$ cat config.mk
export PLATFORM = sky130hd
export DESIGN_NAME = bitmap_block_allocator
export DESIGN_NICKNAME = d
export VERILOG_FILES = /design/src/rtl/core/bba_pkg.sv /design/src/rtl/core/bba_div.sv /design/src/rtl/core/bitmap_block_allocator.sv
export VERILOG_INCLUDE_DIRS = /design/src /design/src/rtl/core
export SDC_FILE = /design/constraint.sdc
export NUM_CORES = 1
export LEC_CHECK = 0
export BUFFER_PORTS_ARGS = -buffer_cell sky130_fd_sc_hd__buf_2
export CORE_UTILIZATION = 37
export CTS_CLUSTER_DIAMETER = 200
export CTS_CLUSTER_SIZE = 8
export DETAILED_ROUTE_END_ITERATION = 12
export GPL_ROUTABILITY_DRIVEN = 0
export PLACE_DENSITY_LB_ADDON = 0.08
export REMOVE_ABC_BUFFERS = 1
export SLEW_MARGIN = 10
export SYNTH_ARGS = -nofsm -noshare
export SYNTH_HDL_FRONTEND = slang
export SYNTH_SLANG_ARGS = --single-unit
$ cat constraint.sdc
create_clock -name clk_i -period 4.9 [get_ports clk_i]
set_clock_uncertainty 0.1 [all_clocks]
set_input_delay 0.49 -clock clk_i [delete_from_list [all_inputs] [get_ports clk_i]]
set_output_delay 0.49 -clock clk_i [all_outputs]
set_load 0.1 [all_outputs]
$ cat src/rtl/core/assert_macros.svh
// ----------------------------------------------------------------------------
// Assertion macros
// Concurrent assertion shorthands clocked on clk_i, disabled while rst_ni is low.
// ----------------------------------------------------------------------------
`ifndef ASSERT_MACROS_SVH
`define ASSERT_MACROS_SVH

// Property must hold at every clock edge out of reset.
`define BBA_ASSERT(lbl, prop) \
  lbl: assert property (@(posedge clk_i) disable iff (!rst_ni) (prop)) \
    else $error("assertion failed");

// Same-cycle implication.
`define BBA_IMPLY(lbl, ante, cons) \
  `BBA_ASSERT(lbl, (ante) |-> (cons))

// Next-cycle implication.
`define BBA_NEXT(lbl, ante, cons) \
  `BBA_ASSERT(lbl, (ante) |=> (cons))

`endif

$ cat src/rtl/core/bba_pkg.sv
// ----------------------------------------------------------------------------
// bba_pkg
// Shared types and constants of the bitmap block allocator.
// ----------------------------------------------------------------------------
package bba_pkg;

  localparam int unsigned MAX_BLOCKS = 64;
  localparam int unsigned ADDR_W     = 32;
  localparam int unsigned SIZE_W     = 16;
  localparam int unsigned IDX_W      = $clog2(MAX_BLOCKS);
  localparam int unsigned CNT_W      = $clog2(MAX_BLOCKS + 1);
  localparam int unsigned DIV_CNT_W  = $clog2(ADDR_W);
  localparam int unsigned CFG_IDX_W  = 2;
  localparam int unsigned CFG_DATA_W = 32;

  localparam logic FUNC_ALLOC = 1'b0;
  localparam logic FUNC_FREE  = 1'b1;

  localparam logic [CFG_IDX_W-1:0] CFG_BLOCK_SIZE  = 2'd0;
  localparam logic [CFG_IDX_W-1:0] CFG_BLOCK_COUNT = 2'd1;
  localparam logic [CFG_IDX_W-1:0] CFG_POOL_BASE   = 2'd2;

  typedef enum logic [1:0] {
    ST_OK      = 2'd0,
    ST_FULL    = 2'd1,
    ST_RANGE   = 2'd2,
    ST_NOTUSED = 2'd3
  } bba_status_e;

  typedef struct packed {
    logic              func;
    logic [ADDR_W-1:0] free_address;
  } bba_in_t;

  typedef struct packed {
    logic              ok;
    bba_status_e       status;
    logic [ADDR_W-1:0] block_address;
    logic [IDX_W-1:0]  block_index;
    logic [CNT_W-1:0]  blocks_free;
  } bba_out_t;

endpackage

$ cat src/rtl/core/bba_div.sv
// ----------------------------------------------------------------------------
// bba_div
// Restoring divider, one quotient bit per cycle.
// ----------------------------------------------------------------------------
module bba_div (
  input  logic                      clk_i,
  input  logic                      rst_ni,
  input  logic                      start_i,
  input  logic [bba_pkg::ADDR_W-1:0] dividend_i,
  input  logic [bba_pkg::SIZE_W-1:0] divisor_i,
  output logic                      done_o,
  output logic [bba_pkg::ADDR_W-1:0] quotient_o
);
  import bba_pkg::*;

  logic                 busy_q, busy_d;
  logic                 done_q, done_d;
  logic [DIV_CNT_W-1:0] cnt_q, cnt_d;
  logic [ADDR_W-1:0]    dq_q, dq_d;
  logic [SIZE_W-1:0]    rem_q, rem_d;
  logic [SIZE_W-1:0]    dvs_q, dvs_d;
  logic [SIZE_W:0]      rem_sh;
  logic                 take;

  assign rem_sh = {rem_q, dq_q[ADDR_W-1]};
  assign take   = rem_sh >= {1'b0, dvs_q};

  always_comb begin
    busy_d = busy_q;
    done_d = 1'b0;
    cnt_d  = cnt_q;
    dq_d   = dq_q;
    rem_d  = rem_q;
    dvs_d  = dvs_q;
    if (start_i) begin
      busy_d = 1'b1;
      cnt_d  = '0;
      dq_d   = dividend_i;
      rem_d  = '0;
      dvs_d  = divisor_i;
    end else if (busy_q) begin
      dq_d  = {dq_q[ADDR_W-2:0], take};
      rem_d = take ? SIZE_W'(rem_sh - {1'b0, dvs_q}) : rem_sh[SIZE_W-1:0];
      cnt_d = cnt_q + 1'b1;
      if (cnt_q == DIV_CNT_W'(ADDR_W - 1)) begin
        busy_d = 1'b0;
        done_d = 1'b1;
      end
    end
  end

  always_ff @(posedge clk_i or negedge rst_ni) begin
    if (!rst_ni) begin
      busy_q <= 1'b0;
      done_q <= 1'b0;
      cnt_q  <= '0;
    end else begin
      busy_q <= busy_d;
      done_q <= done_d;
      cnt_q  <= cnt_d;
    end
  end

  always_ff @(posedge clk_i) begin
    dq_q  <= dq_d;
    rem_q <= rem_d;
    dvs_q <= dvs_d;
  end

  assign done_o     = done_q;
  assign quotient_o = dq_q;

endmodule

$ cat src/rtl/core/bitmap_block_allocator.sv
// ----------------------------------------------------------------------------
// bitmap_block_allocator
// Fixed-size block allocator with a used-mark bitmap held in a 1-bit memory.
// ----------------------------------------------------------------------------
// One request is in work at a time. An allocate walks the used map through
// the memory read port, one entry per cycle, until it finds a free entry or
// reaches the effective block count (pool full). A free runs the address
// offset through a 32-step serial divider, then reads one map entry and
// clears it if it was in use. An allocate on an empty pool or a free below
// pool_base goes straight to the response state. The next request word can
// be taken in the same cycle that a result word is first offered. After
// reset, and after every write of block_size or block_count, a clearing pass
// sweeps all MAX_BLOCKS map entries while no request word is taken;
// configuration writes are taken at any time but belong to idle periods.
// The result register lets a new request start while the previous result
// word still waits on the output.
`include "assert_macros.svh"

module bitmap_block_allocator (
  input  logic                          clk_i,
  input  logic                          rst_ni,
  input  logic                          in_valid_i,
  output logic                          in_ready_o,
  input  bba_pkg::bba_in_t              in_i,
  output logic                          out_valid_o,
  input  logic                          out_ready_i,
  output bba_pkg::bba_out_t             out_o,
  input  logic                          cfg_valid_i,
  output logic                          cfg_ready_o,
  input  logic [bba_pkg::CFG_IDX_W-1:0]  cfg_index_i,
  input  logic [bba_pkg::CFG_DATA_W-1:0] cfg_data_i
);
  import bba_pkg::*;

  typedef enum logic [6:0] {
    S_CLEAR = 7'b0000001,
    S_IDLE  = 7'b0000010,
    S_SCAN  = 7'b0000100,
    S_DIV   = 7'b0001000,
    S_CHECK = 7'b0010000,
    S_RESP  = 7'b0100000,
    S_SPARE = 7'b1000000
  } state_e;

  state_e state_q, state_d;

  // configuration
  logic [SIZE_W-1:0] block_size_q, block_size_d;
  logic [CNT_W-1:0]  block_count_q, block_count_d;
  logic [ADDR_W-1:0] pool_base_q, pool_base_d;
  logic [CNT_W-1:0]  eff_n;
  logic [SIZE_W-1:0] eff_size;
  logic [CNT_W-1:0]  new_count;

  // allocator state
  logic [CNT_W-1:0]  free_count_q, free_count_d;
  logic [IDX_W-1:0]  clr_idx_q, clr_idx_d;
  logic [CNT_W-1:0]  rd_idx_q, rd_idx_d;
  logic [IDX_W-1:0]  chk_idx_q, chk_idx_d;
  logic              chk_vld_q, chk_vld_d;
  logic [ADDR_W-1:0] acc_addr_q, acc_addr_d;
  logic [IDX_W-1:0]  q_idx_q, q_idx_d;

  // pending result
  bba_status_e       res_status_q, res_status_d;
  logic [ADDR_W-1:0] res_addr_q, res_addr_d;
  logic [IDX_W-1:0]  res_idx_q, res_idx_d;

  logic              out_valid_q, out_valid_d;
  bba_out_t          out_q, out_d;

  // map memory
  logic              map_q [MAX_BLOCKS];
  logic              map_rdata_q;
  logic              map_we;
  logic [IDX_W-1:0]  map_waddr;
  logic              map_wdata;
  logic [IDX_W-1:0]  map_raddr;

  // divider
  logic              div_start;
  logic [ADDR_W-1:0] div_dividend;
  logic              div_done;
  logic [ADDR_W-1:0] div_quot;

  logic in_fire, cfg_fire, out_free;

  assign in_ready_o  = (state_q == S_IDLE);
  assign cfg_ready_o = 1'b1;
  assign in_fire     = in_valid_i && in_ready_o;
  assign cfg_fire    = cfg_valid_i && cfg_ready_o;
  assign out_free    = !out_valid_q || out_ready_i;

  assign eff_n    = (block_count_q > CNT_W'(MAX_BLOCKS)) ? CNT_W'(MAX_BLOCKS) : block_count_q;
  assign eff_size = (block_size_q == '0) ? SIZE_W'(1) : block_size_q;

  assign div_dividend = in_i.free_address - pool_base_q;
  assign map_raddr    = (state_q == S_SCAN) ? rd_idx_q[IDX_W-1:0] : div_quot[IDX_W-1:0];

  bba_div u_div (
    .clk_i      (clk_i),
    .rst_ni     (rst_ni),
    .start_i    (div_start),
    .dividend_i (div_dividend),
    .divisor_i  (eff_size),
    .done_o     (div_done),
    .quotient_o (div_quot)
  );

  always_comb begin
    block_size_d  = block_size_q;
    block_count_d = block_count_q;
    pool_base_d   = pool_base_q;
    new_count     = eff_n;
    state_d       = state_q;
    free_count_d  = free_count_q;
    clr_idx_d     = clr_idx_q;
    rd_idx_d      = rd_idx_q;
    chk_idx_d     = chk_idx_q;
    chk_vld_d     = chk_vld_q;
    acc_addr_d    = acc_addr_q;
    q_idx_d       = q_idx_q;
    res_status_d  = res_status_q;
    res_addr_d    = res_addr_q;
    res_idx_d     = res_idx_q;
    out_valid_d   = out_valid_q;
    out_d         = out_q;
    map_we        = 1'b0;
    map_waddr     = clr_idx_q;
    map_wdata     = 1'b0;
    div_start     = 1'b0;

    if (out_valid_q && out_ready_i) begin
      out_valid_d = 1'b0;
    end

    unique case (state_q)
      S_CLEAR: begin
        map_we    = 1'b1;
        map_waddr = clr_idx_q;
        clr_idx_d = clr_idx_q + 1'b1;
        if (clr_idx_q == IDX_W'(MAX_BLOCKS - 1)) begin
          state_d = S_IDLE;
        end
      end
      S_IDLE: begin
        if (in_fire) begin
          res_status_d = ST_OK;
          res_addr_d   = '0;
          res_idx_d    = '0;
          if (in_i.func == FUNC_ALLOC) begin
            if (eff_n == '0) begin
              res_status_d = ST_FULL;
              state_d      = S_RESP;
            end else begin
              rd_idx_d   = '0;
              chk_vld_d  = 1'b0;
              acc_addr_d = pool_base_q;
              state_d    = S_SCAN;
            end
          end else if (in_i.free_address < pool_base_q) begin
            res_status_d = ST_RANGE;
            state_d      = S_RESP;
          end else begin
            div_start = 1'b1;
            state_d   = S_DIV;
          end
        end
      end
      S_SCAN: begin
        // read issued at rd_idx, data of chk_idx examined in the following cycle
        if (rd_idx_q < eff_n) begin
          rd_idx_d  = rd_idx_q + 1'b1;
          chk_vld_d = 1'b1;
          chk_idx_d = rd_idx_q[IDX_W-1:0];
        end else begin
          chk_vld_d = 1'b0;
        end
        if (chk_vld_q) begin
          if (!map_rdata_q) begin
            map_we     = 1'b1;
            map_waddr  = chk_idx_q;
            map_wdata  = 1'b1;
            res_idx_d  = chk_idx_q;
            res_addr_d = acc_addr_q;
            if (free_count_q != '0) begin
              free_count_d = free_count_q - 1'b1;
            end
            state_d = S_RESP;
          end else begin
            acc_addr_d = acc_addr_q + ADDR_W'(eff_size);
            if (CNT_W'(chk_idx_q) + 1'b1 == eff_n) begin
              res_status_d = ST_FULL;
              state_d      = S_RESP;
            end
          end
        end
      end
      S_DIV: begin
        if (div_done) begin
          if (div_quot >= ADDR_W'(eff_n)) begin
            res_status_d = ST_RANGE;
            state_d      = S_RESP;
          end else begin
            // map read of the quotient index is issued this cycle
            q_idx_d = div_quot[IDX_W-1:0];
            state_d = S_CHECK;
          end
        end
      end
      S_CHECK: begin
        res_idx_d = q_idx_q;
        if (!map_rdata_q) begin
          res_status_d = ST_NOTUSED;
        end else begin
          map_we    = 1'b1;
          map_waddr = q_idx_q;
          map_wdata = 1'b0;
          if (free_count_q < eff_n) begin
            free_count_d = free_count_q + 1'b1;
          end
        end
        state_d = S_RESP;
      end
      S_RESP: begin
        if (out_free) begin
          out_valid_d         = 1'b1;
          out_d.ok            = (res_status_q == ST_OK);
          out_d.status        = res_status_q;
          out_d.block_address = res_addr_q;
          out_d.block_index   = res_idx_q;
          out_d.blocks_free   = free_count_q;
          state_d             = S_IDLE;
        end
      end
      default: begin
        state_d = S_CLEAR;
      end
    endcase

    // configuration; size or count write restarts the pool
    if (cfg_fire) begin
      unique case (cfg_index_i)
        CFG_BLOCK_SIZE: begin
          block_size_d = cfg_data_i[SIZE_W-1:0];
          free_count_d = eff_n;
          clr_idx_d    = '0;
          state_d      = S_CLEAR;
        end
        CFG_BLOCK_COUNT: begin
          block_count_d = cfg_data_i[CNT_W-1:0];
          new_count     = (cfg_data_i[CNT_W-1:0] > CNT_W'(MAX_BLOCKS)) ?
                          CNT_W'(MAX_BLOCKS) : cfg_data_i[CNT_W-1:0];
          free_count_d  = new_count;
          clr_idx_d     = '0;
          state_d       = S_CLEAR;
        end
        CFG_POOL_BASE: begin
          pool_base_d = cfg_data_i[ADDR_W-1:0];
        end
        default: ;
      endcase
    end
  end

  always_ff @(posedge clk_i or negedge rst_ni) begin
    if (!rst_ni) begin
      state_q       <= S_CLEAR;
      block_size_q  <= SIZE_W'(1);
      block_count_q <= CNT_W'(MAX_BLOCKS);
      pool_base_q   <= '0;
      free_count_q  <= CNT_W'(MAX_BLOCKS);
      clr_idx_q     <= '0;
      rd_idx_q      <= '0;
      chk_vld_q     <= 1'b0;
      out_valid_q   <= 1'b0;
    end else begin
      state_q       <= state_d;
      block_size_q  <= block_size_d;
      block_count_q <= block_count_d;
      pool_base_q   <= pool_base_d;
      free_count_q  <= free_count_d;
      clr_idx_q     <= clr_idx_d;
      rd_idx_q      <= rd_idx_d;
      chk_vld_q     <= chk_vld_d;
      out_valid_q   <= out_valid_d;
    end
  end

  always_ff @(posedge clk_i) begin
    chk_idx_q    <= chk_idx_d;
    acc_addr_q   <= acc_addr_d;
    q_idx_q      <= q_idx_d;
    res_status_q <= res_status_d;
    res_addr_q   <= res_addr_d;
    res_idx_q    <= res_idx_d;
    out_q        <= out_d;
  end

  always_ff @(posedge clk_i) begin
    if (map_we) begin
      map_q[map_waddr] <= map_wdata;
    end
    map_rdata_q <= map_q[map_raddr];
  end

  assign out_valid_o = out_valid_q;
  assign out_o       = out_q;

  `BBA_ASSERT(a_free_count_bound, free_count_q <= eff_n)
  `BBA_NEXT(a_one_request, in_valid_i && in_ready_o, !in_ready_o)
  `BBA_IMPLY(a_ok_matches_status, out_valid_o, out_o.ok == (out_o.status == ST_OK))
  `BBA_IMPLY(a_fail_zero_addr, out_valid_o && !out_o.ok, out_o.block_address == '0)

endmodule
==> key figures, run 1 <==
Synthesis
  – Yosys top cell by area: edfxtp_1
  – Async set-reset flop share out of synthesis: 25.85%
  – Cell variety after synth: 75
  – Synth area leaders: edfxtp_1, dfrtp_1, ha_1
  – Post-synth top area share: 39.20%
  – YS warnings: 0
  – Post-synth EDFFs: 244
  – Commonest cells post-synth: edfxtp_1, nand2_1, nor2_1
  – Mapped Area: 0.01869 mm²
  – Cells after Synth: 1742
  – Most common flop cell mapped by yosys: edfxtp_1
  – Yosys reg bits: 352
  – Post-Syn Area per Cell: 10.73 µm²
  – Seq/Total Area, Yosys: 53.24%
  – Most frequent cell after synthesis: edfxtp_1

Clock network
  – Clk_lat worst skew: 0.60 ns
  – # H-tree levels: 2
  – Clock tree root buffer cell: clkbuf_16
  – CTS Sinks: 352
  – Reg clk slew, reported paths: 0.05 ns
  – Maximum clock insertion buffer count: 3
  – CTS tree: built
  – Num CTS Buffers: 49
  – CTS resizes: 0

Final layout
  – Reg area: 0.009950 mm²
  – Layout area overhead: 14.94%
  – Layout cell share with drive strength beyond 1: 14.83%
  – Final cell count without fillers: 2566
  – Area of the multi-input gates: 0.008123 mm²
  – Fin util: 43.52%
  – Fin nets: 2028
  – Final Instance Area: 0.02148 mm²
  – Antenna cell count: 0
  – Fillers: 4812

STA
  – Final WS setup: 0.9229 ns
  – Final Hold Fails: 0
  – # setup viols final: 0
  – Fin. max-slew vios: 0
  – Worst hold slack: 0.03549 ns
  – Fmax: 251.4 MHz
  – Unrepaired setup endpoints after global routing: false
  – Final period utilization: 81.17%
  – Slew margin rel.: 22.84%
  – Setup tns final: 0 ns
  – Min Tclk post-route: 3.977 ns
  – Worst Tran Pin Value: 1.155 ns

Power
  – Max IR drop VDD: 215.9 µV
  – Leakage: 8.465 nW
  – Pwr Total: 7.974 mW
  – PD cells: 371.2 mW/mm²

Floorplanning
  – Rows: 81
  – Initial Utilization: 37.87%
  – Die ar.: 0.05141 mm²
  – Die Wd: 226.7 µm
  – Die Y: 226.7 µm
  – CORE AREA: 0.04936 mm²
  – IO Pins: 123

Worst hold path
  – Hold Path Class: primary input to register
  – Worst Hold Endpoint: pool_base_q[28]
  – Hold Path Cell Cnt: 2
  – Hold Path Origin: cfg_data_i[28]

Drt
  – Vias per cell: 5.300
  – DR DRC count: 0
  – Via count: 13600
  – Routed wire length: 51170 µm
  – 1st-iter DRT viols: 1012
  – DR WL/cell: 19.94 µm
  – ANT nets after route: 0
  – Detailed Routing Iterations Pass 1: 5

Worst setup path
  – Worst Path Arrival: 4.08 ns
  – Crit Reg-Reg Startpoint: pool_base_q[0]
  – Critical Path Sink Type: register
  – WP data required: 5.01 ns
  – R2r worst-path depth: 10
  – Startpoint Class: register
  – Crit Path Max Fanout: 16
  – Critical path class: register to register
  – Internal reg-to-reg setup slack: 0.92 ns
  – RR Endpoint: u_div.dvs_q[12]

GRT
  – Largest net degree at the start of global routing: 77
  – GR Overflow Total: 0
  – First-pass GRT wire length: 79110 µm
  – Number of global-route vias before repair: 13560
  – Antenna violations before repair: 1
  – Total Routing Usage GR: 20.28%

Placement
  – Placed Instance Area: 0.01999 mm²
  – IO buf count: 121
  – Worst slack at placement: 0.5513 ns
  – DP HPWL: 36190 µm
  – Placed cells: 2467

Job
  – Max_cap viols: 0

Run status
  – Status: completed
==> area by class of cell <==
class                           count  area share (%)
Multi-Input combinational cell   1226           37.81
Timing Repair Buffer              152           4.007
Sequential cell                   352           46.32
Clock inverter                      3          0.1922
Tap cell                          664           3.867
Inverter                           81           1.415
Clock buffer                       88           6.389
==> worst max path at each step <==
| stage | start | end | slack (ns) | depth (start not counted) |
|---|---|---|---|---|
| after floorplan | state_q[3] | u_div.quotient_o[0] | -1.13 | 7 |
| after global placement | in_i[0] | u_div.dvs_q[11] | 0.72 | 12 |
| after detailed placement | in_i[0] | u_div.dvs_q[12] | 0.55 | 12 |
| after CTS | pool_base_q[0] | u_div.dvs_q[8] | 0.81 | 10 |
| after global routing | pool_base_q[0] | u_div.dvs_q[8] | 0.47 | 10 |
| final | pool_base_q[0] | u_div.dvs_q[12] | 0.92 | 10 |
==> logic make-up (layout without fill, tap and decap cells) <==
kind of cell | Yosys count | in the layout | share of synthesized area (%)
AOI/OAI and AO/OA | 364 | 364 | 12.49
xor gates and xnor gates | 87 | 87 | 4.077
adders and majority gates | 94 | 94 | 6.414
buffers and inverters | 164 | 324 | 3.394
DFF | 352 | 352 | 53.24
muxes | 94 | 94 | 5.577
other | 2 | 2 | 0.04018
and+or+nand+nor | 585 | 585 | 14.78
==> placed cells by master, fill, tap and decap left out, drive strengths merged, types with 53 or more instances in the layout <==
cell type,instances
a21oi,67
buf,144
clkbuf,88
dfrtp,87
edfxtp,244
ha,91
inv,82
mux2,58
nand2,198
nor2,161
o21ai,118
xnor2,53
==> per-layer routing <==
| layer | GRT usage [%] | up-vias | wire length, µm |
|---|---|---|---|
| li1 | - | 6543 | - |
| met2 | 31.53 | 290 | 23160 |
| met5 | 0 | - | 9 |
| met4 | 5.994 | 2 | 1170 |
| met3 | 3.486 | 68 | 2137 |
| met1 | 28.77 | 6698 | 24690 |
==> power breakdown <==
part	switching [mW]	internal, mW	total, mW
Sequential	0.147	3.31	3.45
Combinational	0.766	0.567	1.33
Clock	1.31	1.88	3.19
Total	2.22	5.75	7.97
==> timing repair <==
item / in CTS / in global routing
hold buffers: 8 / 0
endpoints found under the setup margin: 0 / 0
endpoints found under the hold margin: 51 / 0
buffers inserted: 0 / 0
==> worst max-delay path, stage by stage (launching register included) <==
cell and delay, ns:
dfrtp_1 0.39, ha_1 0.21, fa_1 0.40, nand2b_1 0.18
a21oi_1 0.27, o211ai_1 0.24, a21oi_1 0.20, o22ai_1 0.14
o311ai_1 0.54, nand3b_1 0.36, inv_1 0.56
==> flip-flops by register name (all words and copies together) (netlist names), 2 cells and up <==
| signal | cells |
|---|---|
| u_div.cnt_q | 5 |
| res_status_q | 2 |
| res_idx_q | 6 |
| u_div.quotient_o | 32 |
| block_count_q | 7 |
| free_count_q | 7 |
| state_q | 7 |
| map_q | 64 |
| out_o | 48 |
| rd_idx_q | 7 |
| block_size_q | 16 |
| u_div.rem_q | 16 |
| res_addr_q | 32 |
| q_idx_q | 6 |
| clr_idx_q | 6 |
| u_div.dvs_q | 16 |
| acc_addr_q | 32 |
| pool_base_q | 32 |
| chk_idx_q | 6 |
Power figures use the tool's default switching activity.
==> run 2, diff against run 1 <==
==> constraint.sdc (replaced) <==
create_clock -name clk_i -period 3.6 [get_ports clk_i]
set_clock_uncertainty 0.1 [all_clocks]
set_input_delay 0.36 -clock clk_i [delete_from_list [all_inputs] [get_ports clk_i]]
set_output_delay 0.36 -clock clk_i [all_outputs]
set_load 0.1 [all_outputs]
==> run 2 against run 1 <==
Final area rose by 3.0%. Sequential power rose by 35%. Register-to-register slack got worse by 0.73 ns. Core utilization rose by 1.3 points. Combinational power rose by 44%. Global-route usage barely moved.
==> key figures, run 2 (synthesized netlist as in run 1, its figures left out) <==
Worst hold path
  – Hold Path Origin: out_ready_i (was cfg_data_i[28])
  – Hold Path Cell Cnt: 3 (was 2)
  – Hold Path Class: primary input to register (unchanged)
  – Worst Hold Endpoint: out_valid_o (was pool_base_q[28])

Floorplanning
  – CORE AREA: 0.04936 mm² (unchanged)
  – Rows: 81 (unchanged)
  – Initial Utilization: 37.87% (unchanged)
  – Die Wd: 226.7 µm (unchanged)
  – Die Y: 226.7 µm (unchanged)
  – Die ar.: 0.05141 mm² (unchanged)
  – IO Pins: 123 (unchanged)

Worst setup path
  – Crit Reg-Reg Startpoint: block_size_q[15] (was pool_base_q[0])
  – Internal reg-to-reg setup slack: 0.19 ns (was 0.92 ns)
  – WP data required: 3.80 ns (was 5.01 ns)
  – Worst setup startpoint: block_size_q[15] (was pool_base_q[0])
  – R2r worst-path depth: 14 (was 10)
  – RR Endpoint: acc_addr_q[22] (was u_div.dvs_q[12])
  – Critical path class: register to register (unchanged)
  – Critical path cell sequence: nor4_2, a41o_1, ha_1, inv_1, fa_1, nor2b_1, o21ai_0, a21o_1, a21oi_2, a211o_1, and3_4, nand4_1, xor2_1, o21ai_0 (was ha_1, fa_1, nand2b_1, a21oi_1, o211ai_1, a21oi_1, o22ai_1, o311ai_1, nand3b_1, inv_1)
  – CP most frequent cell: o21ai_0 (was a21oi_1)
  – Crit Path Max Fanout: 8 (was 16)
  – Worst Path Arrival: 3.60 ns (was 4.08 ns)
  – Startpoint Class: register (unchanged)
  – Critical Path Sink Type: register (unchanged)
  – Crit-path slowest cell: dfrtp_1 (was inv_1)
  – CP peak stage delay: 0.40 ns (was 0.56 ns)

Power
  – Sw frac: 27.31% (was 27.89%)
  – Comb power frac: 17.5% (was 16.7%)
  – Psw: 2.999 mW (was 2.224 mW)
  – Max IR drop VDD: 352.5 µV (was 215.9 µV)
  – Clk network pwr share: 39.9% (was 40.0%)
  – Flop pwr share: 42.6% (was 43.3%)
  – Internal cell power: 7.980 mW (was 5.750 mW)
  – Leakage: 8.773 nW (was 8.465 nW)
  – PD cells: 496.4 mW/mm² (was 371.2 mW/mm²)

GRT
  – Antenna violations before repair: 1 (unchanged)
  – Total Routing Usage GR: 20.31% (was 20.28%)
  – GR Overflow Total: 0 (unchanged)
  – First-pass GRT wire length: 79180 µm (was 79110 µm)
  – Largest net degree at the start of global routing: 65 (was 77)
  – Number of global-route vias before repair: 13560 (about the same)

Final layout
  – Layout cell share with drive strength beyond 1: 16.82% (was 14.83%)
  – Most frequent cells in the layout: edfxtp_1, nand2_1, nor2_1 (unchanged)
  – Fillers: 4734 (was 4812)
  – Area of the multi-input gates: 0.008162 mm² (was 0.008123 mm²)
  – Max FFs per register: 64 (unchanged)
  – Most flop-heavy register: map_q (unchanged)
  – Fin nets: 2087 (was 2028)
  – Antenna cell count: 0 (unchanged)
  – Reg area: 0.009950 mm² (unchanged)
  – Most common cell after layout, fill and taps aside: edfxtp_1 (unchanged)
  – Layout area overhead: 18.36% (was 14.94%)

STA
  – Worst hold slack: 0.04230 ns (was 0.03549 ns)
  – Slew margin rel.: 21.60% (was 22.84%)
  – Worst Tran Pin Value: 1.173 ns (was 1.155 ns)
  – Final Hold Fails: 0 (unchanged)
  – Final period utilization: 94.64% (was 81.17%)
  – Fin. max-slew vios: 0 (unchanged)
  – Fmax: 293.5 MHz (was 251.4 MHz)
  – Min Tclk post-route: 3.407 ns (was 3.977 ns)
  – # setup viols final: 0 (unchanged)
  – Setup tns final: 0 ns (unchanged)

Drt
  – DR WL/cell: 19.58 µm (was 19.94 µm)
  – Routed wire length: 51430 µm (was 51170 µm)
  – DR DRC count: 0 (unchanged)
  – Via count: 13710 (was 13600)
  – ANT nets after route: 0 (unchanged)
  – Vias per cell: 5.222 (was 5.300)
  – 1st-iter DRT viols: 884 (was 1012)
  – Detailed Routing Iterations Pass 1: 5 (unchanged)

Job
  – Max_cap viols: 0 (unchanged)

Clock network
  – Maximum clock insertion buffer count: 3 (unchanged)
  – CTS tree: built (unchanged)
  – # H-tree levels: 2 (unchanged)
  – Clock tree root buffer cell: clkbuf_16 (unchanged)
  – Num CTS Buffers: 49 (unchanged)
  – Clk_lat worst skew: 0.58 ns (was 0.60 ns)
  – CTS Sinks: 352 (unchanged)
  – Reg clk slew, reported paths: 0.05 ns (about the same)
  – Post-CTS Setup Inserts: 0 (unchanged)

Placement
  – DP HPWL: 36920 µm (was 36190 µm)
  – IO buf count: 121 (unchanged)

Run status
  – Status: completed (unchanged)
[run 2: cell types whose count changed in the layout (fill, tap and decap cells not counted), sizes merged]
| cell | previous run | this run |
|---|---|---|
| buf | 144 | 184 |
| dlygate4sd3 | 8 | 27 |
| clkbuf | 88 | 91 |
| clkinv | 2 | 0 |
[run 2: power by group through the flow]
stage | Combinational, mW | Clock (mW) | Sequential (mW)
floorplan | 1.31 | 0 | 4.69
global placement | 1.89 | 0 | 4.74
detailed placement | 1.89 | 0 | 4.75
CTS | 1.92 | 4.50 | 4.67
global route | 2.16 | 4.66 | 4.70
finish | 1.92 | 4.38 | 4.67
[run 2: cell type report]
class	count	area share (%)
sequential	352	44.98
multi-input combinational	1226	36.90
timing repair buffer	211	6.505
clock buffer	91	6.448
tap	664	3.756
inverter	81	1.375
clock inverter	1	0.03959
[run 2: what timing repair did]
action,CTS,global route
endpoints found under the hold margin,77,0
endpoints found under the setup margin,7,32
resized for setup,2,7
hold buffers,27,0
pin swaps,0,2
[run 2: worst max-delay path, delay by kind of cell (launching register included)]
kind	cells	cell delay, ns
buffers and inverters	1	0.05
flip-flops	1	0.40
XOR/XNOR	1	0.14
adder cells (fa/ha/maj)	2	0.58
AND/OR/NAND/NOR	4	0.80
AO/OA/AOI/OAI	6	1.06
[run 2: worst max-delay path by stage]
stage / end / cells after the start
after floorplan: u_div.quotient_o[0] / 7
after global placement: u_div.quotient_o[0] / 15
after detailed placement: u_div.quotient_o[0] / 15
after CTS: u_div.quotient_o[0] / 13
after global routing: acc_addr_q[22] / 14
final: acc_addr_q[22] / 14
[run 2: per-stage QoR]
stage          instances  area [µm²]  setup slack, ns  power [mW]  utilization (%)
6_report            2626       22120           0.1930       10.98            44.82
5_1_grt             2626       22120         -0.04081       11.52            44.82
4_1_cts             2626       22090         0.008813       11.10            44.75
3_5_place_dp        2507       20380          -0.1976       6.635            41.28
3_3_place_gp        2507       20380          -0.1471       6.629            41.28
2_1_floorplan       1659       18360           -2.434       6.002                -
[run 2: metal layers]
| metal | GRT usage [%] | vias to the layer above | share of wire [%] |
|---|---|---|---|
| met2 | 31.81 | 286 | 46 |
| met1 | 28.77 | 6670 | 47 |
| met3 | 3.615 | 65 | 4.6 |
| li1 | - | 6693 | - |
| met5 | 0 | - | 0 |
| met4 | 5.405 | 0 | 2.0 |
==> run 3, diff against run 2 <==
==> constraint.sdc (replaced) <==
create_clock -name clk_i -period 3.55 [get_ports clk_i]
set_clock_uncertainty 0.1 [all_clocks]
set_input_delay 0.355 -clock clk_i [delete_from_list [all_inputs] [get_ports clk_i]]
set_output_delay 0.355 -clock clk_i [all_outputs]
set_load 0.1 [all_outputs]
==> run 3 against run 2 <==
Hold slack lost 0.0048 ns. Combinational power grew 3%. Critical path depth down 3. Largest cell class unchanged.
==> key figures, run 3 (synthesized netlist as in run 1, its figures left out) <==
STA
  – Unrepaired setup endpoints after global routing: false
  – Slew margin rel.: 50.07% (was 21.60%)
  – Final Hold Fails: 0 (unchanged)
  – Fin. max-slew vios: 0 (unchanged)
  – Final period utilization: 96.56% (was 94.64%)
  – # setup viols final: 0 (unchanged)
  – Fmax: 291.7 MHz (was 293.5 MHz)
  – Worst Tran Pin Value: 0.7462 ns (was 1.173 ns)
  – Min Tclk post-route: 3.428 ns (was 3.407 ns)
  – Worst hold slack: 0.03752 ns (was 0.04230 ns)
  – Setup tns final: 0 ns (unchanged)

Floorplanning
  – IO Pins: 123 (unchanged)
  – Rows: 81 (unchanged)
  – Die Wd: 226.7 µm (unchanged)
  – Initial Utilization: 37.87% (unchanged)
  – Die ar.: 0.05141 mm² (unchanged)
  – CORE AREA: 0.04936 mm² (unchanged)
  – Die Y: 226.7 µm (unchanged)

Drt
  – Detailed Routing Iterations Pass 1: 6 (was 5)
  – ANT nets after route: 0 (unchanged)
  – DR DRC count: 0 (unchanged)
  – DR WL/cell: 19.72 µm (was 19.58 µm)
  – Routed wire length: 51940 µm (was 51430 µm)
  – Via count: 13820 (was 13710)
  – Vias per cell: 5.248 (was 5.222)
  – 1st-iter DRT viols: 1103 (was 884)

Worst hold path
  – Hold Path Class: primary input to register (unchanged)
  – Hold Path Origin: out_ready_i (unchanged)

Worst setup path
  – Crit Path Max Fanout: 4 (was 8)
  – Worst setup startpoint: pool_base_q[1] (was block_size_q[15])
  – Critical path class: register to register (unchanged)
  – Crit Reg-Reg Startpoint: pool_base_q[1] (was block_size_q[15])
  – CP endpoint: u_div.quotient_o[29] (was acc_addr_q[22])
  – Worst Path Arrival: 3.65 ns (was 3.60 ns)
  – R2r worst-path depth: 11 (was 14)
  – WP data required: 3.77 ns (was 3.80 ns)
  – RR Endpoint: u_div.quotient_o[29] (was acc_addr_q[22])
  – Internal reg-to-reg setup slack: 0.12 ns (was 0.19 ns)
  – Critical Path Sink Type: register (unchanged)
  – Startpoint Class: register (unchanged)

GRT
  – Antenna violations before repair: 1 (unchanged)
  – GR Overflow Total: 0 (unchanged)
  – Largest net degree at the start of global routing: 53 (was 65)
  – Total Routing Usage GR: 20.22% (was 20.31%)
  – First-pass GRT wire length: 78540 µm (was 79180 µm)
  – Number of global-route vias before repair: 13550 (was 13560)

Final layout
  – Layout cell share with drive strength beyond 1: 17.37% (was 16.82%)
  – Most frequent cells in the layout: edfxtp_1, nand2_1, nor2_1 (unchanged)
  – Max FFs per register: 64 (unchanged)
  – Final Instance Area: 0.02223 mm² (was 0.02212 mm²)
  – Most flop-heavy register: map_q (unchanged)
  – Most common cell after layout, fill and taps aside: edfxtp_1 (unchanged)
  – Layout area overhead: 18.92% (was 18.36%)
  – Fin util: 45.03% (was 44.82%)
  – Fin nets: 2096 (was 2087)
  – Fillers: 4718 (was 4734)

Placement
  – IO buf count: 121 (unchanged)
  – DP HPWL: 36910 µm (was 36920 µm)
  – Placed Instance Area: 0.02042 mm² (was 0.02038 mm²)

Clock network
  – CTS tree: built (unchanged)
  – Num CTS Buffers: 49 (unchanged)
  – Maximum clock insertion buffer count: 3 (unchanged)
  – Clock tree root buffer cell: clkbuf_16 (unchanged)
  – # H-tree levels: 2 (unchanged)
  – Reg clk slew, reported paths: 0.05 ns (about the same)
  – Clk_lat worst skew: 0.58 ns (about the same)
  – CTS Sinks: 352 (unchanged)

Power
  – Max IR drop VDD: 292.1 µV (was 352.5 µV)
  – Leakage: 8.827 nW (was 8.773 nW)
  – PD cells: 501.4 mW/mm² (was 496.4 mW/mm²)

Job
  – Max_cap viols: 0 (unchanged)

Run status
  – Status: completed (unchanged)
run 3: what timing repair did:
item	in CTS	in global routing
hold buffers	28	0
pin swaps	0	7
cloned	0	1
setup endpoints to repair	8	80
resized for setup	3	13
buffers inserted	0	1
hold endpoints to repair	79	0
run 3: layer usage:
layer	vias to the layer above	GRT usage, %	part of all wire (%)	wire length [µm]
met5	-	0	0	0
met4	0	5.841	2.1	1105
met3	70	3.473	4.9	2535
met2	316	31.86	46	23670
met1	6748	28.39	47	24630
li1	6688	-	-	-
run 3: how the worst min path moves through the flow:
| stage | slack (ns) | cells after the start | end |
|---|---|---|---|
| after floorplan | -0.04 | 0 | block_count_q[0] |
| after global placement | 0.31 | 1 | pool_base_q[25] |
| after detailed placement | 0.31 | 0 | out_o[9] |
| after CTS | 0.01 | 3 | out_valid_o |
| after global routing | 0.07 | 3 | out_valid_o |
| final | 0.04 | 3 | out_valid_o |
run 3: worst max-delay path: stages (launching register included):
cell	delay [ns]
dfrtp_1	0.43
inv_1	0.07
ha_1	0.27
nor2b_1	0.14
o2111ai_1	0.29
a21oi_1	0.23
o31ai_2	0.44
a311oi_1	0.25
or4_1	0.45
a31oi_1	0.24
xor2_1	0.17
o21ai_0	0.09
run 3: layout make-up:
cell class / count / area (µm²) / area share, %
repair buffers: 220 / 1530 / 6.885
diodes: 1 / 2.502 / 0.01126
clock inverters: 1 / 8.758 / 0.03941
multi-input cells: 1226 / 8180 / 36.81
inverters: 81 / 304.0 / 1.368
flip-flops and latches: 352 / 9950 / 44.77
clock buffers: 89 / 1419 / 6.384
well taps: 664 / 830.8 / 3.738
run 3: report_power, final:
part           internal [mW]  switching [mW]  leakage (nW)
Combinational          0.868            1.11          4.78
Clock                   2.66            1.76         0.678
Sequential              4.56           0.176          3.37
run 3: through the flow:
step                power, mW  std cells  setup slack, ns
finish                  11.14       2634           0.1223
global route            11.68       2633         0.001896
CTS                     11.25       2631         0.002207
detailed placement      6.741       2513          -0.2442
global placement        6.730       2513          -0.1872
floorplan               6.086       1659           -2.484
